`src/rtl/bmrp_pkg.sv`:
```
// shared types and constants for the bidirectional motor ramp pwm block
// no dependencies

package bmrp_pkg;

    localparam int unsigned LevelW = 8;
    localparam int unsigned KindW  = 2;
    localparam int unsigned DirW   = 2;
    localparam int unsigned SlotW  = 2;
    localparam int unsigned CfgIdxW = 1;

    localparam logic [LevelW-1:0] LevelNeutral  = 8'd127;
    localparam logic [LevelW-1:0] LevelBackBase = 8'd128;
    localparam logic [LevelW-1:0] DutyReset     = 8'd255;
    localparam logic [LevelW-1:0] DwellLimitRst = 8'd50;
    localparam logic [LevelW-1:0] StopByteRst   = 8'd32;

    // item kinds
    localparam logic [KindW-1:0] KIND_TICK   = 2'd0;
    localparam logic [KindW-1:0] KIND_SAMPLE = 2'd1;
    localparam logic [KindW-1:0] KIND_RX     = 2'd2;

    // configuration register indexes
    localparam logic [CfgIdxW-1:0] CFG_DWELL_LIMIT = 1'd0;
    localparam logic [CfgIdxW-1:0] CFG_STOP_BYTE   = 1'd1;

    // direction codes
    localparam logic [DirW-1:0] DRIVE_OFF = 2'd0;
    localparam logic [DirW-1:0] DRIVE_FWD = 2'd1;
    localparam logic [DirW-1:0] DRIVE_REV = 2'd2;

    // adc channel sequence slots
    localparam logic [SlotW-1:0] SLOT_FIRST  = 2'd0;
    localparam logic [SlotW-1:0] SLOT_TARGET = 2'd1;
    localparam logic [SlotW-1:0] SLOT_LAST   = 2'd2;

    typedef struct packed {
        logic [LevelW-1:0] duty;
        logic [DirW-1:0]   direction;
        logic              stopped;
        logic [LevelW-1:0] speed_level;
    } t_result;

endpackage

```
`src/rtl/bidirectional_motor_ramp_pwm.sv`:
```
// top level of the bidirectional motor ramp pwm block
// depends on bmrp_pkg

// Slew-limited bidirectional motor PWM. Every accepted item (tick, ADC sample
// or received byte) is handled combinationally: the controller state updates
// at the accepting edge and one result, showing the state after the item,
// enters a two-entry output queue behind any waiting result. One item is taken
// every cycle; the input stalls only when both queue entries hold results
// that the downstream side has not yet taken. Only the ADC sample in the
// second slot of the rotating three-slot sequence becomes the speed target.
// A received byte equal to stop_byte latches an emergency stop that only
// reset clears. Each tick steps the level by one toward the target, holding
// at neutral 127 for dwell_limit+1 ticks before crossing; with dwell_limit at
// 255 the level never leaves neutral. Configuration writes are always taken
// and should only be issued while no transfer is outstanding.

module bidirectional_motor_ramp_pwm (
    input  logic                               i_clk,
    input  logic                               i_rst_n,
    // input item channel
    input  logic                               i_in_valid,
    output logic                               o_in_stall,
    input  logic [bmrp_pkg::KindW-1:0]         i_kind,
    input  logic [bmrp_pkg::LevelW-1:0]        i_sample,
    input  logic [bmrp_pkg::LevelW-1:0]        i_rx_byte,
    // result channel
    output logic                               o_out_valid,
    input  logic                               i_out_stall,
    output logic [bmrp_pkg::LevelW-1:0]        o_duty,
    output logic [bmrp_pkg::DirW-1:0]          o_direction,
    output logic                               o_stopped,
    output logic [bmrp_pkg::LevelW-1:0]        o_speed_level,
    // configuration write channel
    input  logic                               i_cfg_valid,
    output logic                               o_cfg_ready,
    input  logic [bmrp_pkg::CfgIdxW-1:0]       i_cfg_index,
    input  logic [bmrp_pkg::LevelW-1:0]        i_cfg_data
);
    import bmrp_pkg::*;

    // configuration registers
    logic [LevelW-1:0] r_dwell_limit;
    logic [LevelW-1:0] r_stop_byte;

    // controller state
    logic [LevelW-1:0] r_ramp_level, n_ramp_level;
    logic [LevelW-1:0] r_target_level, n_target_level;
    logic [SlotW-1:0]  r_slot, n_slot;
    logic [LevelW-1:0] r_dwell_count, n_dwell_count;
    logic              r_at_neutral, n_at_neutral;
    logic              r_stop_latch, n_stop_latch;
    logic [LevelW-1:0] r_duty, n_duty;
    logic [DirW-1:0]   r_direction, n_direction;

    // output queue
    t_result           r_queue [2];
    logic              r_wr_ptr;
    logic              r_rd_ptr;
    logic [1:0]        r_count;

    logic              w_in_accept;
    logic              w_out_accept;
    logic [LevelW-1:0] w_dwell_inc;
    logic [LevelW-1:0] w_stepped;
    t_result           w_result;

    assign o_cfg_ready  = 1'b1;
    assign o_in_stall   = (r_count == 2'd2);
    assign o_out_valid  = (r_count != 2'd0);
    assign w_in_accept  = i_in_valid & ~o_in_stall;
    assign w_out_accept = o_out_valid & ~i_out_stall;

    assign o_duty        = r_queue[r_rd_ptr].duty;
    assign o_direction   = r_queue[r_rd_ptr].direction;
    assign o_stopped     = r_queue[r_rd_ptr].stopped;
    assign o_speed_level = r_queue[r_rd_ptr].speed_level;

    // one step toward the target, held when equal
    always_comb begin
        if (r_target_level > r_ramp_level) begin
            w_stepped = r_ramp_level + 8'd1;
        end else if (r_target_level < r_ramp_level) begin
            w_stepped = r_ramp_level - 8'd1;
        end else begin
            w_stepped = r_ramp_level;
        end
    end

    assign w_dwell_inc = r_dwell_count + 8'd1;

    // next controller state for the item in flight
    always_comb begin
        n_ramp_level   = r_ramp_level;
        n_target_level = r_target_level;
        n_slot         = r_slot;
        n_dwell_count  = r_dwell_count;
        n_at_neutral   = r_at_neutral;
        n_stop_latch   = r_stop_latch;
        n_duty         = r_duty;
        n_direction    = r_direction;

        case (i_kind)
            KIND_TICK: begin
                if (r_stop_latch) begin
                    n_duty      = '0;
                    n_direction = DRIVE_OFF;
                end else begin
                    if (r_ramp_level != LevelNeutral && !r_at_neutral) begin
                        n_ramp_level = w_stepped;
                    end else if (r_ramp_level == LevelNeutral) begin
                        // dwell at neutral before crossing over
                        n_at_neutral  = 1'b1;
                        n_dwell_count = w_dwell_inc;
                        if (w_dwell_inc > r_dwell_limit) begin
                            n_ramp_level  = w_stepped;
                            n_dwell_count = '0;
                            n_at_neutral  = 1'b0;
                        end
                    end
                    // duty and direction follow the new level
                    if (n_ramp_level < LevelNeutral) begin
                        n_duty      = (LevelNeutral - n_ramp_level) << 1;
                        n_direction = DRIVE_FWD;
                    end else if (n_ramp_level > LevelNeutral) begin
                        n_duty      = (n_ramp_level - LevelBackBase) << 1;
                        n_direction = DRIVE_REV;
                    end else begin
                        n_duty      = '0;
                        n_direction = DRIVE_OFF;
                    end
                end
            end
            KIND_SAMPLE: begin
                case (r_slot)
                    SLOT_FIRST:  n_slot = SLOT_TARGET;
                    SLOT_TARGET: begin
                        n_target_level = i_sample;
                        n_slot         = SLOT_LAST;
                    end
                    SLOT_LAST:   n_slot = SLOT_FIRST;
                    default:     n_slot = r_slot;
                endcase
            end
            KIND_RX: begin
                if (i_rx_byte == r_stop_byte) begin
                    n_stop_latch = 1'b1;
                end
            end
            default: begin
                n_stop_latch = r_stop_latch;
            end
        endcase
    end

    assign w_result = '{duty: n_duty, direction: n_direction,
                        stopped: n_stop_latch, speed_level: n_ramp_level};

    // configuration registers
    always_ff @(posedge i_clk) begin
        if (!i_rst_n) begin
            r_dwell_limit <= DwellLimitRst;
            r_stop_byte   <= StopByteRst;
        end else if (i_cfg_valid && o_cfg_ready) begin
            unique case (i_cfg_index)
                CFG_DWELL_LIMIT: r_dwell_limit <= i_cfg_data;
                CFG_STOP_BYTE:   r_stop_byte   <= i_cfg_data;
                default:         r_stop_byte   <= r_stop_byte;
            endcase
        end
    end

    // controller state, updated on each input transfer
    always_ff @(posedge i_clk) begin
        if (!i_rst_n) begin
            r_ramp_level   <= LevelNeutral;
            r_target_level <= '0;
            r_slot         <= SLOT_FIRST;
            r_dwell_count  <= '0;
            r_at_neutral   <= 1'b0;
            r_stop_latch   <= 1'b0;
            r_duty         <= DutyReset;
            r_direction    <= DRIVE_OFF;
        end else if (w_in_accept) begin
            r_ramp_level   <= n_ramp_level;
            r_target_level <= n_target_level;
            r_slot         <= n_slot;
            r_dwell_count  <= n_dwell_count;
            r_at_neutral   <= n_at_neutral;
            r_stop_latch   <= n_stop_latch;
            r_duty         <= n_duty;
            r_direction    <= n_direction;
        end
    end

    // output queue control
    always_ff @(posedge i_clk) begin
        if (!i_rst_n) begin
            r_wr_ptr <= 1'b0;
            r_rd_ptr <= 1'b0;
            r_count  <= 2'd0;
        end else begin
            if (w_in_accept) begin
                r_wr_ptr <= ~r_wr_ptr;
            end
            if (w_out_accept) begin
                r_rd_ptr <= ~r_rd_ptr;
            end
            case ({w_in_accept, w_out_accept})
                2'b10:   r_count <= r_count + 2'd1;
                2'b01:   r_count <= r_count - 2'd1;
                default: r_count <= r_count;
            endcase
        end
    end

    // output queue payload
    always_ff @(posedge i_clk) begin
        if (w_in_accept) begin
            r_queue[r_wr_ptr] <= w_result;
        end
    end

`ifndef ASSERT_OFF
    // queue never holds more than two results
    a_count_range: assert property (@(posedge i_clk) disable iff (!i_rst_n)
        r_count != 2'd3)
        else $error("output queue count out of range");

    // emergency stop only clears through reset
    a_stop_sticky: assert property (@(posedge i_clk) disable iff (!i_rst_n)
        r_stop_latch |=> r_stop_latch)
        else $error("stop latch cleared without reset");

    // a stopped controller never moves the level
    a_stop_freeze: assert property (@(posedge i_clk) disable iff (!i_rst_n)
        r_stop_latch |=> $stable(r_ramp_level))
        else $error("level moved while stopped");

    // dwell counting only happens while parked at neutral
    a_dwell_idle: assert property (@(posedge i_clk) disable iff (!i_rst_n)
        !r_at_neutral |-> (r_dwell_count == '0))
        else $error("dwell count nonzero away from neutral");
`endif

endmodule

```
`config.mk`:
```
export PLATFORM = sky130hd
export DESIGN_NAME = bidirectional_motor_ramp_pwm
export DESIGN_NICKNAME = d
export VERILOG_FILES = /design/src/rtl/bmrp_pkg.sv /design/src/rtl/bidirectional_motor_ramp_pwm.sv
export SDC_FILE = /design/constraint.sdc
export NUM_CORES = 1
export LEC_CHECK = 0
export BUFFER_PORTS_ARGS = -buffer_cell sky130_fd_sc_hd__buf_2
export CAP_MARGIN = 40
export CORE_AREA = 4 4 99 101
export CTS_BUF_LIST = sky130_fd_sc_hd__clkbuf_8 sky130_fd_sc_hd__clkbuf_16
export DETAILED_ROUTE_END_ITERATION = 8
export DIE_AREA = 0 0 103 105
export PLACE_DENSITY = 0.74
export SYNTH_ARGS = -nofsm -noshare
export SYNTH_HDL_FRONTEND = slang
export SYNTH_SLANG_ARGS = --single-unit
```
`constraint.sdc`:
```
create_clock -name i_clk -period 4.2 [get_ports i_clk]
set_clock_uncertainty 0.15 [all_clocks]
set_input_delay 0.21 -clock i_clk [delete_from_list [all_inputs] [get_ports i_clk]]
set_output_delay 0.21 -clock i_clk [all_outputs]
set_load 0.005 [all_outputs]
```
==> flow_summary.toml <==
[outcome]
run_status = "completed"

[global_route]
grt_pass1_wl_mm = 16.4
grt_util_all_layers_pct = 18.9
first_global_vias = 3532
grt-ovfl-total = 0
grt_max_degree = 29
antenna_found_initial = 0

[cells_and_area]
most_used_cells_in_the_layout_excluding_fill_and_tap_cells = "sky130_fd_sc_hd__dfxtp_1 (59), sky130_fd_sc_hd__nand2_1 (55), sky130_fd_sc_hd__buf_2 (52)"
fraction_of_layout_instances_using_a_drive_strength_above_1_pct = 17.9
area_delta_synth_final_pct = 15.7
mostFrequentLayoutCell = "sky130_fd_sc_hd__dfxtp_1"
final_nets = 604
diodes = 0

[placement]
sum_of_net_half_perimeters_after_detailed_placement_mm = 7.11
dp_worst_setup_slack_ps = 285
port_buffers = 52
place_congestion = 0.922

[sta]
timing.fmax_ghz = 0.253
count_of_pins_over_their_slew_limit = 0
smallest_setup_slack_after_layout_ps = 240
timing.slew.headroom_pct = 45.9
number_of_failing_setup_endpoints_in_the_final_timing_report = 0
totalNegativeSetupSlack_ps = 0
post-route-period-util_pct = 94.3
timing.hold.ws_ps = 43.3
rsz0062_at_grt = "no"
finalHoldViolCount = 0
timing_worst_slew_pin_value_ps = 811
period_minus_slack_ps = 3960

[cts]
worst_setup_hold_path_clk_slew_ps = 100
cts_bufs_inserted = 9
cts.sink_count = 97
clk-insertion-delay-late_ps = 360
tritoncts_clock_tree = "done"
cts_htree_levels = 3
cts_buffer_depth = 2
clk_root_buffer_cell = "sky130_fd_sc_hd__clkbuf_8"
cts.repair.resized = 0

[logic_synthesis]
synthDominantCellAreaShare_pct = 24.8
ys_warn_count = 0
synthCells = 485
post_synthesis_sequential_area_ratio_pct = 48.7
synth.top_cells.by_area = "sky130_fd_sc_hd__dfxtp_1 (25%), sky130_fd_sc_hd__edfxtp_1 (24%), sky130_fd_sc_hd__ha_1 (6.0%), sky130_fd_sc_hd__mux2_2 (4.5%), sky130_fd_sc_hd__nand2_1 (4.3%)"
netlist_area_mm2 = 0.00477
synth_edf_count = 38
synth_cell_type_count = 50
synth_top_area_cell = "sky130_fd_sc_hd__dfxtp_1"
synth-main-ff-cell = "sky130_fd_sc_hd__dfxtp_1"
synth_async_sr_flop_share_pct = 0
avgSynthCellArea_um2 = 9.84
syn-num-nets = 540
synth.ff_latch_count = 97

[worst_setup_path]
crit_path_dat_ps = 3920
critical_path.slowest_cell = "sky130_fd_sc_hd__or4_1"
crit-reg2reg-launch = "r_dwell_count[0]"
worst_reg_to_reg_cells = 14
crit_path_cell_trace = "and3_1, and3_1, nand3_1, xnor2_1, ha_1, nand4_1, nor2_1, mux2_1, a21oi_2, o21ai_0, xnor2_1, or4_1, nor4b_2, o21ai_1"
critical-path-max-stage-delay_ps = 540
critical_path.max_fanout = 5
regToRegEndpoint = "r_queue[1][9]"
criticalPathCategory = "reg -> reg"
ff2ff_setup_slack_ps = 240
worstSetupEndpointType = "flop"
worst_setup_path_start_kind = "flop"
worst-endpoint-required_ps = 4160

[worst_hold_path]
hold_start = "i_cfg_index"
worstHoldPathCells = 3
hold_path_class = "in -> reg"
worstHoldEndpoint = "r_stop_byte[1]"

[routing]
detailroute.via_count = 3682
remaining_drc_errors = 0
drt_pre_antenna_iters = 5
route.antenna.remaining_nets = 0
m1WireLength_mm = 4.40
top_layer_used = "met4"
avgViaCountPerCell = 5.54
route.final.wire_length_mm = 9.80
met2_length_mm = 4.80
met3RoutedLength_um = 398
initialDrtViolationCount = 175
detail_route.wl_per_cell_um = 14.7

[floorplanning]
chipHeight_um = 105
die-width_um = 103
boundaryPins = 54
fp-row-count = 35
standard_cell_core_area_mm2 = 0.00902
design.die.area_mm2 = 0.0108
initial_utilization_pct = 52.9

[pwr]
power_density_mw_per_mm2 = 419
leakage_nw = 2.32
power.ir.vdd_worst_uv = 199

[run]
max-cap-violations = 0
layout make-up:
class | instances | area, µm²
Clock inverter | 7 | 78.8
Timing Repair Buffer | 74 | 489
Inverter | 22 | 82.6
Tap cell | 111 | 139
Clock buffer | 9 | 124
Fill cell | 760 | 3500
Sequential cell | 97 | 2320
Multi-Input combinational cell | 345 | 2280
worst max path at each step:
stage	startpoint	endpoint	slack, ps	cells after the start
CTS	r_dwell_count[0]	r_queue[1][9]	260	14
global placement	r_dwell_count[0]	r_queue[0][9]	420	14
global route	r_dwell_count[0]	r_queue[0][9]	30	14
floorplan	r_dwell_count[0]	r_queue[0][9]	520	14
finish	r_dwell_count[0]	r_queue[1][9]	240	14
detailed placement	r_dwell_count[0]	r_queue[0][9]	290	14
through the flow:
step / instance area [µm²] / power (mW) / util, % / std cells
after floorplan: 4770 / 1.52 / - / 485
after global placement: 5110 / 1.67 / 56.6 / 630
after detailed placement: 5160 / 1.70 / 57.2 / 633
after CTS: 5520 / 2.33 / 61.2 / 665
after global routing: 5520 / 2.43 / 61.2 / 665
final: 5520 / 2.31 / 61.2 / 665
per-layer routing:
metal,track usage [%],vias to the layer above
met3,2.87,22
met1,24.8,1727
li1,-,1834
met4,7.12,0
met5,0,-
met2,31.0,99
timing repair:
action / in CTS / in global routing
hold endpoints to repair: 24 / 0
hold buffers: 16 / 0
endpoints found under the setup margin: 0 / 0
buffers inserted: 0 / 0
kinds of logic (layout without fill, tap and decap cells):
group | count (synthesis) | count (layout) | synth area share (%)
compound gates | 92 | 92 | 11.7
xor+xnor | 31 | 31 | 5.69
fa+ha+maj | 23 | 23 | 6.03
buf+inv | 43 | 112 | 3.49
flops | 97 | 97 | 48.7
mux | 33 | 33 | 7.45
other cells | 1 | 1 | 0.0786
simple gates | 165 | 165 | 16.9
power breakdown:
group,leakage (nW),switching (mW),internal [mW],total [mW]
clock,0.0977,0.345,0.282,0.626
sequential,0.817,0.0691,1.09,1.16
combinational,1.41,0.261,0.261,0.522
total,2.32,0.675,1.64,2.31
cells in the mapped netlist, types with 2 or more instances:
master                     instances
sky130_fd_sc_hd__nor2b_1           6
sky130_fd_sc_hd__xor2_1           10
sky130_fd_sc_hd__mux2i_1          13
sky130_fd_sc_hd__nor2_1           42
sky130_fd_sc_hd__nor4_1            2
sky130_fd_sc_hd__or3_1             4
sky130_fd_sc_hd__a21o_1            2
sky130_fd_sc_hd__and3_1            4
sky130_fd_sc_hd__mux2_2           19
sky130_fd_sc_hd__or2_2             2
sky130_fd_sc_hd__nand2_1          55
sky130_fd_sc_hd__xnor2_1          21
sky130_fd_sc_hd__and2_1            3
sky130_fd_sc_hd__dfxtp_1          59
sky130_fd_sc_hd__nor3b_1           3
sky130_fd_sc_hd__nand2b_1          4
sky130_fd_sc_hd__clkbuf_1         19
sky130_fd_sc_hd__nor4b_1           3
sky130_fd_sc_hd__a22o_1            4
sky130_fd_sc_hd__edfxtp_1         38
sky130_fd_sc_hd__nor3_1            2
sky130_fd_sc_hd__o211ai_1         13
sky130_fd_sc_hd__nand3_1          17
sky130_fd_sc_hd__nand4_1           8
sky130_fd_sc_hd__a221o_1           3
sky130_fd_sc_hd__a21oi_1          31
sky130_fd_sc_hd__o21ai_0          27
sky130_fd_sc_hd__nand3b_1          3
sky130_fd_sc_hd__o21ai_1           4
sky130_fd_sc_hd__ha_1             23
sky130_fd_sc_hd__inv_1            22
sequential cells by signal, summed over array words and instances (netlist names), named ones only:
register        flops
r_rd_ptr            1
r_dwell_limit       8
r_wr_ptr            1
r_stop_latch        1
r_dwell_count       8
r_queue            38
r_slot              2
r_count             2
r_duty              8
r_target_level      8
r_ramp_level        8
r_at_neutral        1
r_stop_byte         8
r_direction         2
worst max-delay path, delay by kind of cell, from the launching register on:
kind | cells | cell delay (ps)
xor gates and xnor gates | 2 | 400
DFF | 1 | 410
adders and majority gates | 1 | 270
and+or+nand+nor | 7 | 1670
muxes | 1 | 300
AOI/OAI and AO/OA | 3 | 500
(Power assumes the default switching activity.)
